===== src/rtl/core/sabf_pkg.sv =====
package sabf_pkg;

  localparam int unsigned TableEntries = 4096;
  localparam int unsigned BucketWays   = 4;

  typedef enum logic [1:0] {
    REQ_BYTE   = 2'd0,
    REQ_WRITE  = 2'd1,
    REQ_DELETE = 2'd2,
    REQ_NONE   = 2'd3
  } req_e;

  typedef enum logic [1:0] {
    ST_OK       = 2'd0,
    ST_FULL     = 2'd1,
    ST_NOTFOUND = 2'd2
  } status_e;

  typedef enum logic [1:0] {
    CLS_RUNT  = 2'd0,
    CLS_IPV4  = 2'd1,
    CLS_IPV6  = 2'd2,
    CLS_OTHER = 2'd3
  } class_e;

  typedef enum logic [1:0] {
    S_CLEAR,
    S_IDLE,
    S_LOOKUP,
    S_OUT
  } state_e;

  localparam logic [15:0] EthIpv4 = 16'h0800;
  localparam logic [15:0] EthIpv6 = 16'h86dd;

  // Lookup request from the parser to the table.
  typedef struct packed {
    logic         valid;
    logic [1:0]   kind;   // req_e
    logic [127:0] key;
    logic [31:0]  action;
    logic [1:0]   cls;
  } lookup_t;

endpackage


===== src/rtl/core/sabf_parser.sv =====
module sabf_parser (
  input  logic                  clk_i,
  input  logic                  rst_ni,
  input  logic                  take_i,
  input  logic [1:0]            req_type_i,
  input  logic [7:0]            frame_byte_i,
  input  logic                  frame_last_i,
  input  logic [63:0]           key_high_i,
  input  logic [63:0]           key_low_i,
  input  logic [31:0]           entry_action_i,
  output sabf_pkg::lookup_t     lookup_o
);
  import sabf_pkg::*;

  logic [15:0]  pos_q;
  logic [15:0]  ety_q;
  logic [127:0] addr_q;
  logic [127:0] addr_now;
  logic [15:0]  ety_now;
  logic [16:0]  len;
  logic [1:0]   cls;
  logic [127:0] key4;

  // Capture of ethertype and address bytes including the current byte
  always_comb begin
    addr_now = addr_q;
    ety_now  = ety_q;
    if (pos_q == 16'd12) ety_now[15:8] = frame_byte_i;
    else if (pos_q == 16'd13) ety_now[7:0] = frame_byte_i;
    else if (pos_q >= 16'd22 && pos_q <= 16'd37)
      addr_now[8'(8'd127 - 8'((pos_q[7:0] - 8'd22) * 8'd8)) -: 8] = frame_byte_i;
    len = {1'b0, pos_q} + 17'd1;
    if (len < 17'd14) cls = CLS_RUNT;
    else if (ety_now == EthIpv4 && len >= 17'd34) cls = CLS_IPV4;
    else if (ety_now == EthIpv6 && len >= 17'd54) cls = CLS_IPV6;
    else cls = CLS_OTHER;
    key4 = {64'd0, 32'h0000ffff, addr_now[95:64]};
  end

  always_ff @(posedge clk_i or negedge rst_ni) begin
    if (!rst_ni) begin
      pos_q  <= '0;
      ety_q  <= '0;
      addr_q <= '0;
    end else if (take_i && req_type_i == REQ_BYTE) begin
      if (frame_last_i) begin
        pos_q  <= '0;
        ety_q  <= '0;
        addr_q <= '0;
      end else begin
        if (pos_q != 16'hffff) pos_q <= pos_q + 16'd1;
        ety_q  <= ety_now;
        addr_q <= addr_now;
      end
    end
  end

  // Request toward the table
  always_comb begin
    lookup_o.valid  = take_i && (req_type_i != REQ_NONE) &&
                      (req_type_i != REQ_BYTE || frame_last_i);
    lookup_o.kind   = req_type_i;
    lookup_o.action = entry_action_i;
    lookup_o.cls    = (req_type_i == REQ_BYTE) ? cls : CLS_RUNT;
    if (req_type_i != REQ_BYTE) lookup_o.key = {key_high_i, key_low_i};
    else if (cls == CLS_IPV4)   lookup_o.key = key4;
    else                        lookup_o.key = addr_now;
  end

endmodule


===== config.mk =====
export PLATFORM = sky130hd
export DESIGN_NAME = sabf_parser
export DESIGN_NICKNAME = d
export VERILOG_FILES = /design/src/rtl/core/sabf_pkg.sv /design/src/rtl/core/sabf_parser.sv
export SDC_FILE = /design/constraint.sdc
export NUM_CORES = 1
export LEC_CHECK = 0
export BUFFER_PORTS_ARGS = -buffer_cell sky130_fd_sc_hd__buf_2
export CAP_MARGIN = 20
export CORE_MARGIN = 1
export CORE_UTILIZATION = 31
export CTS_CLUSTER_DIAMETER = 200
export CTS_CLUSTER_SIZE = 20
export DETAILED_ROUTE_END_ITERATION = 6
export SLEW_MARGIN = 5
export SYNTH_ARGS = -nofsm -noshare
export SYNTH_HDL_FRONTEND = slang
export SYNTH_SLANG_ARGS = --single-unit

===== constraint.sdc =====
create_clock -name clk_i -period 4.5 [get_ports clk_i]
set_input_delay 0.675 -clock clk_i [delete_from_list [all_inputs] [get_ports clk_i]]
set_output_delay 0.675 -clock clk_i [all_outputs]
set_load 0.02 [all_outputs]

==> results of run 1 <==
-- worst max-delay path by stage --
stage                     startpoint             to  slack (ns)
after global routing       pos_q[11]  lookup_o[146]       -0.03
after CTS                  pos_q[14]   lookup_o[36]       0.009
after global placement     pos_q[14]   lookup_o[58]        0.35
after floorplan             pos_q[0]   lookup_o[64]        0.19
after detailed placement   pos_q[14]   lookup_o[58]        0.36
final                      pos_q[14]   lookup_o[64]         0.1
-- cell type report --
| class | count | area (µm²) | area share |
|---|---|---|---|
| multi-input combinational | 1133 | 7300 | 0.502 |
| clock inverter | 13 | 153 | 0.0105 |
| timing repair buffer | 331 | 1960 | 0.135 |
| inverter | 8 | 30.0 | 0.00207 |
| sequential | 160 | 4010 | 0.276 |
| tap | 518 | 648 | 0.0446 |
| clock buffer | 19 | 443 | 0.0305 |
-- kinds of logic after synthesis --
family                   count (synthesis)
AO/OA/AOI/OAI                          488
AND/OR/NAND/NOR                        478
XOR/XNOR                                 7
buffers and inverters                  186
multiplexers                           154
adder cells (fa/ha/maj)                  6
flip-flops                             160
-- where the power goes --
| part | switching (mW) | internal [mW] |
|---|---|---|
| Clock | 0.672 | 0.843 |
| Combinational | 0.654 | 0.365 |
| Sequential | 0.0718 | 1.52 |
| Total | 1.40 | 2.73 |
-- metal layers --
metal | up-vias | share of wire
li1 | 5690 | -
met5 | - | 0
met1 | 5650 | 0.47
met3 | 49 | 0.056
met4 | 0 | 0.017
met2 | 433 | 0.46
-- sequential cells by signal, summed over array words and instances (netlist names) --
signal and count:
addr_q 128, ety_q 16, pos_q 16
-- stage by stage --
step	cell area [µm²]	setup TNS [ns]	hold slack, ns
floorplan	12100	0	0.379
global placement	13700	0	0.485
detailed placement	13700	0	0.496
CTS	14300	0	0.409
global route	14500	-0.140	0.450
finish	14500	0	0.341
-- what timing repair did --
action / in CTS / in global routing
gates cloned: 0 / 3
buffers inserted: 0 / 8
setup endpoints to repair: 25 / 84
resized for setup: 6 / 24
pin swaps: 1 / 7
-- Yosys cell counts, types with 4 or more instances --
cell type and instances:
mux2_2 31, mux2i_1 122, or4_1 6, and2_1 14
nor4_1 8, a22oi_1 144, nand2_4 7, nor2_8 4
nand3_2 4, nand2_1 292, o21ai_1 67, nor2_1 47
clkbuf_1 112, o31ai_1 85, o21ai_0 130, ha_1 6
nor3_1 13, buf_2 8, nand3_1 15, and3_1 34
inv_1 6, dfrtp_1 160, xnor2_1 5, nor2_2 5
buf_4 40, a21oi_1 16, a31oi_1 21, buf_6 15
o22ai_1 5
==> impl_summary.txt, run 1 <==
----------------------------------------------------
[Global route]
  Number of antenna violations at the first check in global routing ... 0
  Layer with the highest usage after global routing ... met2
  Met3 track demand over resource in global routing ... 0.0323
  Global routing usage on met1 ... 0.282
  First-pass GRT wire length ... approximately 60 mm
  Vias in the first global route ... 10,500
  Pin count of the biggest net entering global routing ... approximately 160
  GR Layer Usage met2 ... 0.306
  Overall fraction of global-route tracks in use ... 0.197
  Total global routing overflow ... 0

[Synthesis]
  Synthesized instance count ... 1,479
  Adder and majority gate portion of the synthesized area ... 0.00618
  Number of library cell types mapped by synthesis ... 62
  Multiplexer area fraction after synthesis ... 0.130
  Top cell type by total area after synthesis ... dfrtp_1
  Cell types with the largest area share after synthesis ... dfrtp_1 33%, mux2i_1 10%, nand2_1 9.0%, a22oi_1 8.9%, o21ai_0 5.4%
  Xor/xnor cell area share of the yosys netlist ... 0.00505
  Commonest register cell after synthesis ... dfrtp_1
  Synth Area in Compound Gates ... 0.257
  Fraction of the yosys area taken by sequential cells ... 0.330
  Number of enable-type register cells in the synthesized netlist ... 0
  Synthesized net count ... 1,659
  Netlist area before placement ... ~12,000 µm²
  Fraction of post-synthesis cell area in the top cell type by area ... 0.330
  Area fraction in and, or, nand and nor cells after synthesis ... 0.191
  Number of synthesized register bits ... 160
  Average cell area after synthesis ... 8.21 µm²
  Async S/R FF share, synth ... 1.00
  Number of warnings reported in the yosys synthesis log ... 0
  Main combinational cell family by area after synthesis ... compound AO/OA/AOI/OAI gates

[Setup path]
  Register-to-Register Path Depth ... 7
  Required time at the endpoint of the critical path ... 3.83 ns
  Path length in cells of the critical path ... 10
  FF-to-FF End ... addr_q[51]
  Worst Path Class, Setup ... flop to output pin
  Register-to-register setup slack ... 1.14 ns
  Crit path max-delay family ... simple AND/OR/NAND/NOR gates
  Crit Reg-Reg Startpoint ... pos_q[14]
  Slowest cell delay on critical path ... 0.58 ns
  Cell with the largest stage delay on the worst path ... or4_4
  Biggest fanout along the worst timing path ... 7
  Worst Setup Start Kind ... flop
  Ordered cell list for the critical path ... or4_4 > or4_1 > mux2i_1 > a211oi_2 > o211a_4 > o21a_4 > mux2_2 > o31ai_2 > buf_4 > buf_2
  Element type at the critical path end ... output pin
  CP arrival ... 3.73 ns
  Buffers & Inverters on Critical Path ... 2

[Clocking]
  Clock buffers created by TritonCTS ... 17
  Sinks on the clock net ... 160
  Number of levels in the clock H-tree ... 4
  Later-pin clock latency in the skew report ... 0.44 ns
  CTS tree ... yes
  Max Root-Sink Buffers ... 2
  Clock-pin slew of the registers on the worst-case setup and hold paths ... around 0.07 ns
  Count of hold buffers inserted by post-cts repair ... 0
  CTS Root Cell ... clkbuf_16

[Placement]
  Count of buffers inserted at the top-level ports ... between 200 and 300
  Placed Cells incl. Taps ... around 2,100
  Setup Slack @ Placement ... 0.365 ns
  Total half-perimeter wirelength after legalization and detailed placement ... 28.4 mm
  Placer congestion estimate ... 0.928

[Power]
  Worst supply voltage drop on vdd ... 203 µV
  Overall power ... 4.12 mW
  Leakage power figure ... 7.16 nW
  Power density over the cells ... 284 nW/µm²

[Detailed routing]
  Number of vias in the routed layout ... 11,800
  Post-detailed-route via-to-cell ratio ... 5.42
  Total iterations of the first detailed-routing run ... 5
  Final ANT Viol Nets ... 0
  Total detailed-routing wirelength ... 40.7 mm
  Drc violations ... 0
  WL per Instance ... between 15 and 20 µm
  Initial DRC Count ... approximately 880

[Timing]
  Fmax ... 227 MHz
  Max Slew Vio Count ... 0
  Slew at the pin closest to its max-slew limit ... around 1 ns
  Endpoints failing setup ... 0
  Tcrit/Tclk final ... 0.978
  Min setup slack post-route ... 0.0993 ns
  Max transition margin ... 0.323
  Clock Skews ... 0.0158 ns
  Final min period ... between 4 and 5 ns
  Unrepaired setup endpoints after global routing ... true
  Hold violation count in the final report ... 0

[Die]
  Overall die width ... 200 µm
  Overall die area ... 40,000 µm²
  Die height ... 200 µm
  Core area ... around 39,000 µm²
  Initial cell density of the core ... 0.314
  Number of placement rows ... between 70 and 80
  Top Ports ... 339

[Finish]
  Post-layout util ... 0.376
  Antenna diode count ... 0
  Most common cell after layout, fill and taps aside ... nand2_1
  Number of nets in the final layout ... 1,831
  Count of placed standard cells in the final layout, fillers left out ... 2,182
  Share of final-layout standard cells stronger than drive strength 1 ... 0.273
  Commonest cells after routing, fill and taps aside ... 291 x nand2_1, 271 x buf_2, 157 x dfrtp_1
  Fillcell total ... 3,944
  Area grow syn2layout ... 19.8%

[Hold path]
  Path type of the worst min-delay path ... input pin to asynchronous set/reset pin

[Job]
  MaxCap Viol Count ... 0

[Outcome]
  Status ... complete, no violations

----------------------------------------------------
No activity file was read; power rests on OpenSTA's default activity.
==> inputs of run 2 (changes only) <==
--- a/config.mk
+++ b/config.mk
@@ -6,12 +6,13 @@
 export NUM_CORES = 1
 export LEC_CHECK = 0
 export BUFFER_PORTS_ARGS = -buffer_cell sky130_fd_sc_hd__buf_2
-export CAP_MARGIN = 20
+export CAP_MARGIN = 0
 export CORE_MARGIN = 1
-export CORE_UTILIZATION = 31
+export CORE_UTILIZATION = 54
 export CTS_CLUSTER_DIAMETER = 200
 export CTS_CLUSTER_SIZE = 20
 export DETAILED_ROUTE_END_ITERATION = 6
+export PLACE_DENSITY = 0.82
 export SLEW_MARGIN = 5
 export SYNTH_ARGS = -nofsm -noshare
 export SYNTH_HDL_FRONTEND = slang
==> impl_summary.txt, run 2 (synthesis gave the netlist of run 1 again) <==
----------------------------------------------------
[Outcome]
  Status ... finished, violations left
  Violated checks ... DRC

[Timing]
  Max transition margin ... 0.267
  Hold violation count in the final report ... 0
  Max Slew Vio Count ... 0
  Unrepaired setup endpoints after global routing ... true
  Final min period ... 4.42 ns
  Slew at the pin closest to its max-slew limit ... 1.09 ns
  Min setup slack post-route ... ~0.08 ns
  Tcrit/Tclk final ... 0.982
  Endpoints failing setup ... 0
  Clock Skews ... 0.00968 ns
  Setup TNS ... 0 ns
  Fmax ... 226 MHz

[Finish]
  Post-layout util ... 0.644
  Number of nets in the final layout ... 1,832
  Max reg flops ... ~130
  Most common cell after layout, fill and taps aside ... nand2_1
  Footprint of the multi-input gates ... 7300 µm²
  Commonest cells after routing, fill and taps aside ... 290 x nand2_1, 272 x buf_2, 155 x dfrtp_1
  Register area ... 4010 µm²
  Register bank with the most flops ... addr_q
  Largest registers in the final layout ... addr_q (128), ety_q (16), pos_q (16)
  Fillcell total ... 1,829
  Count of placed standard cells in the final layout, fillers left out ... 1,944
  Area grow syn2layout ... 16.5%
  Share of final-layout standard cells stronger than drive strength 1 ... 0.275
  Antenna diode count ... 0

[Clocking]
  Sinks on the clock net ... 160
  Clock-pin slew of the registers on the worst-case setup and hold paths ... 0.06 ns
  Number of levels in the clock H-tree ... 4
  Clock buffers created by TritonCTS ... 17
  Later-pin clock latency in the skew report ... 0.44 ns
  CTS Root Cell ... clkbuf_16
  Count of hold buffers inserted by post-cts repair ... 0
  Max Root-Sink Buffers ... 2
  CTS tree ... yes

[Detailed routing]
  Total iterations of the first detailed-routing run ... 7
  Number of vias in the routed layout ... 12,300
  Post-detailed-route via-to-cell ratio ... between 6 and 7
  Drc violations ... 29
  Initial DRC Count ... 1,332
  WL per Instance ... 19.1 µm
  Total detailed-routing wirelength ... ~37 mm
  Final ANT Viol Nets ... 0

[Setup path]
  Required time at the endpoint of the critical path ... 3.83 ns
  Worst Path Class, Setup ... flop to output pin
  Crit Reg-Reg Startpoint ... pos_q[11]
  First element of the critical path ... pos_q[11]
  CP arrival ... between 3 and 4 ns
  Worst Setup Start Kind ... flop
  Element type at the critical path end ... output pin
  Crit path capture ... lookup_o[58]
  Biggest fanout along the worst timing path ... 7
  Register-to-register setup slack ... ~1.3 ns
  Register-to-Register Path Depth ... 7
  FF-to-FF End ... addr_q[57]

[Global route]
  Met3 track demand over resource in global routing ... 0.0593
  GR Layer Usage met2 ... 0.510
  Number of antenna violations at the first check in global routing ... 0
  Vias in the first global route ... around 11,000
  Total global routing overflow ... 0
  Overall fraction of global-route tracks in use ... 0.315
  Pin count of the biggest net entering global routing ... 100
  Layer with the highest usage after global routing ... met2
  Global routing usage on met1 ... 0.425
  First-pass GRT wire length ... 58.5 mm

[Placement]
  Total half-perimeter wirelength after legalization and detailed placement ... approximately 26 mm
  Placer congestion estimate ... 0.954
  Count of buffers inserted at the top-level ports ... 274
  Placed Cells incl. Taps ... around 1,900
  Setup Slack @ Placement ... 0.203 ns

[Die]
  Number of placement rows ... 54
  Overall die width ... 152 µm
  Die height ... 152 µm
  Overall die area ... 23,100 µm²
  Top Ports ... 339
  Core area ... about 22,000 µm²
  Initial cell density of the core ... 0.553

[Job]
  MaxCap Viol Count ... 0

[Power]
  Power density over the cells ... roughly 290 nW/µm²
  Leakage power figure ... about 7 nW
  Worst supply voltage drop on vdd ... 176 µV

[Hold path]
  Path type of the worst min-delay path ... input pin to asynchronous set/reset pin

----------------------------------------------------
-- run 2: cell count changes in the layout (fill, tap and decap cells not counted), sizes merged --
| cell | change |
|---|---|
| buf | +4 |
| clkbuf | -1 |
| clkinv | -4 |
| clkinvlp | +1 |
-- run 2: repair_timing --
action,4_1_cts,5_1_grt
setup buffers,1,14
resized for setup,8,22
pin swaps,3,3
setup endpoints to repair,50,80
-- run 2: how the worst min path moves through the flow --
stage,from,endpoint,slack [ns],depth (start not counted)
final,rst_ni,ety_q[2],0.32,1
after global routing,rst_ni,ety_q[2],0.40,1
after CTS,rst_ni,ety_q[2],0.38,1
after detailed placement,addr_q[106],addr_q[106],0.50,2
after global placement,addr_q[75],addr_q[75],0.48,2
after floorplan,rst_ni,addr_q[0],0.38,0
-- run 2: layout make-up --
class,instances,area share
inverters,8,0.00212
multi-input cells,1133,0.516
flip-flops and latches,160,0.284
repair buffers,332,0.131
well taps,280,0.0248
clock inverters,10,0.00885
clock buffers,21,0.0333
-- run 2: power breakdown --
group	switching, mW	internal (mW)
registers	0.0703	1.52
clock network	0.626	0.865
logic	0.650	0.346
total	1.35	2.73
-- run 2: metrics by stage --
step                      hold WS (ns)  total power, mW  instance area [µm²]
after global routing             0.403             4.23                14100
after floorplan                  0.379             2.25                12100
after global placement           0.485             2.54                13300
final                            0.324             4.08                14100
after CTS                        0.378             4.04                13900
after detailed placement         0.497             2.56                13300
-- run 2: worst max-delay path, cell delays in order, from the launching register on --
cell	delay, ns
dfrtp_1	0.45
or4_4	0.58
or4_1	0.59
buf_4	0.19
and2_1	0.22
nand2_1	0.09
or4_1	0.22
mux2i_1	0.44
mux2_2	0.28
o21ai_1	0.06
buf_2	0.19
-- run 2: per-layer routing --
layer | wire length [µm] | vias up
li1 | - | 5698
met1 | 15100 | 5820
met2 | 17500 | 686
met3 | 3590 | 75
met4 | 947 | 0
met5 | 0 | -
==> inputs of run 3 (changes only) <==
--- a/config.mk
+++ b/config.mk
@@ -5,14 +5,15 @@
 export SDC_FILE = /design/constraint.sdc
 export NUM_CORES = 1
 export LEC_CHECK = 0
-export BUFFER_PORTS_ARGS = -buffer_cell sky130_fd_sc_hd__buf_2
 export CAP_MARGIN = 0
 export CORE_MARGIN = 1
-export CORE_UTILIZATION = 54
+export CORE_UTILIZATION = 65
 export CTS_CLUSTER_DIAMETER = 200
 export CTS_CLUSTER_SIZE = 20
 export DETAILED_ROUTE_END_ITERATION = 6
-export PLACE_DENSITY = 0.82
+export DONT_BUFFER_PORTS = 1
+export MAX_ROUTING_LAYER = met4
+export PLACE_DENSITY_LB_ADDON = 0.08
 export SLEW_MARGIN = 5
 export SYNTH_ARGS = -nofsm -noshare
 export SYNTH_HDL_FRONTEND = slang
==> impl_summary.txt, run 3 (synthesis gave the netlist of run 1 again) <==
----------------------------------------------------
[Outcome]
  Status ... finished, violations left
  Violated checks ... DRC

[Detailed routing]
  Drc violations ... 18
  Initial DRC Count ... 1,294
  WL per Instance ... approximately 20 µm
  Post-detailed-route via-to-cell ratio ... 6.65
  Total iterations of the first detailed-routing run ... 7
  Final ANT Viol Nets ... 0
  Total detailed-routing wirelength ... 35.7 mm
  Number of vias in the routed layout ... 11,600

[Timing]
  Slew at the pin closest to its max-slew limit ... 1.03 ns
  Fmax ... about 230 MHz
  Hold violation count in the final report ... 0
  Max transition margin ... 0.315
  Max Slew Vio Count ... 0
  Hold_ws ... 0.186 ns
  Clock Skews ... 0.00809 ns
  Endpoints failing setup ... 0
  Unrepaired setup endpoints after global routing ... true
  Tcrit/Tclk final ... 0.987
  Final min period ... 4.44 ns

[Clocking]
  Number of levels in the clock H-tree ... 4
  CTS tree ... yes
  Later-pin clock latency in the skew report ... 0.44 ns
  Max Root-Sink Buffers ... 2
  Sinks on the clock net ... 160
  Clock buffers created by TritonCTS ... 17
  CTS Root Cell ... clkbuf_16
  Clock-pin slew of the registers on the worst-case setup and hold paths ... approximately 0.07 ns

[Finish]
  Largest registers in the final layout ... addr_q (128), ety_q (16), pos_q (16)
  Share of final-layout standard cells stronger than drive strength 1 ... 0.199
  Max reg flops ... 128
  Commonest cells after routing, fill and taps aside ... 291 x nand2_1, 167 x buf_4, 154 x dfrtp_1
  Most common cell after layout, fill and taps aside ... nand2_1
  Register bank with the most flops ... addr_q
  Post-layout util ... 0.748
  Number of nets in the final layout ... roughly 1,700
  Area grow syn2layout ... 11.8%
  Count of placed standard cells in the final layout, fillers left out ... 1,740

[Job]
  MaxCap Viol Count ... 0

[Setup path]
  Ordered cell list for the critical path ... buf_6 > ha_2 > and3_4 > and3_1 > a311oi_1 > a31oi_1 > or4_4 > o21ai_4 > buf_4 > buf_12 > mux2_2 > o21ai_1 > buf_4
  Required time at the endpoint of the critical path ... 3.83 ns
  Crit path capture ... lookup_o[53]
  Element type at the critical path end ... output pin
  FF-to-FF End ... addr_q[39]
  Crit Reg-Reg Startpoint ... pos_q[6]
  Slowest cell delay on critical path ... 0.60 ns
  Register-to-Register Path Depth ... 9
  Biggest fanout along the worst timing path ... 16
  Cell with the largest stage delay on the worst path ... or4_4
  Worst Path Class, Setup ... flop to output pin
  Register-to-register setup slack ... 1.21 ns
  CP arrival ... 3.77 ns
  First element of the critical path ... pos_q[0]
  Worst Setup Start Kind ... flop
  Crit-path most repeated cell ... buf_4

[Die]
  Number of placement rows ... 49
  Die height ... 139 µm
  Initial cell density of the core ... 0.669
  Overall die width ... between 100 and 150 µm
  Core area ... 18,100 µm²
  Overall die area ... 19,200 µm²
  Top Ports ... 339

[Global route]
  Overall fraction of global-route tracks in use ... 0.371
  Pin count of the biggest net entering global routing ... 161
  First-pass GRT wire length ... 55.1 mm
  Number of antenna violations at the first check in global routing ... 1
  Vias in the first global route ... 10,600
  Total global routing overflow ... 0

[Power]
  Leakage power figure ... 6.56 nW
  Overall power ... ~4 mW
  Worst supply voltage drop on vdd ... 239 µV
  Power density over the cells ... 290 nW/µm²

[Placement]
  Placer congestion estimate ... 0.986
  Total half-perimeter wirelength after legalization and detailed placement ... 23.9 mm
  Count of buffers inserted at the top-level ports ... 0
  Placed Cells incl. Taps ... around 1,700

[Hold path]
  Path type of the worst min-delay path ... input pin to asynchronous set/reset pin

----------------------------------------------------
## run 3: worst min path at each step
| stage | cells after the start | startpoint | slack (ns) | endpoint |
|---|---|---|---|---|
| 2_1_floorplan | 0 | rst_ni | 0.38 | addr_q[0] |
| 4_1_cts | 1 | rst_ni | 0.31 | pos_q[11] |
| 5_1_grt | 1 | rst_ni | 0.32 | pos_q[11] |
| 3_5_place_dp | 0 | rst_ni | 0.38 | pos_q[11] |
| 3_3_place_gp | 0 | rst_ni | 0.38 | pos_q[11] |
| 6_report | 1 | rst_ni | 0.19 | pos_q[15] |
## run 3: area by class of cell
type,instances,area (µm²)
Multi-Input combinational cell,1133,7270
Inverter,8,30.0
Fill cell,1365,4580
Timing Repair Buffer,176,1420
Clock buffer,19,443
Sequential cell,160,4010
Antenna cell,2,5.00
Tap cell,229,287
Clock inverter,13,104
## run 3: metrics by stage
| step | setup slack, ns | TNS, ns | cell area, µm² |
|---|---|---|---|
| 6_report | 0.0565 | 0 | 13600 |
| 3_5_place_dp | 0.354 | 0 | 12800 |
| 2_1_floorplan | 0.187 | 0 | 12100 |
| 5_1_grt | -0.0741 | -0.738 | 13600 |
| 3_3_place_gp | 0.423 | 0 | 12800 |
| 4_1_cts | 0.0207 | 0 | 13400 |
## run 3: metal layers
metal / part of all wire / track usage / vias up
met2: 0.47 / 0.573 / 558
met5: 0 / - / -
li1: - / - / 5393
met4: 0.023 / 0.128 / 0
met1: 0.42 / 0.481 / 5528
met3: 0.086 / 0.0846 / 86
## run 3: worst max-delay path: cells and delay by family (launching register included)
kind	cells	cell delay, ns
compound gates	4	0.69
fa+ha+maj	1	0.22
buf+inv	4	0.67
flops	1	0.42
mux	1	0.35
simple gates	3	0.98
## run 3: where the power goes
group | internal, mW | switching (mW) | total, mW
Clock | 0.730 | 0.668 | 1.40
Combinational | 0.344 | 0.596 | 0.940
Sequential | 1.52 | 0.0720 | 1.59
Total | 2.59 | 1.34 | 3.93
## run 3: timing repair
action	CTS	global route
hold buffers	1	0
endpoints found under the hold margin	160	0
pin swaps	1	6
gates resized for setup	7	19
buffers inserted	0	11
gates cloned	0	1
endpoints found under the setup margin	35	74
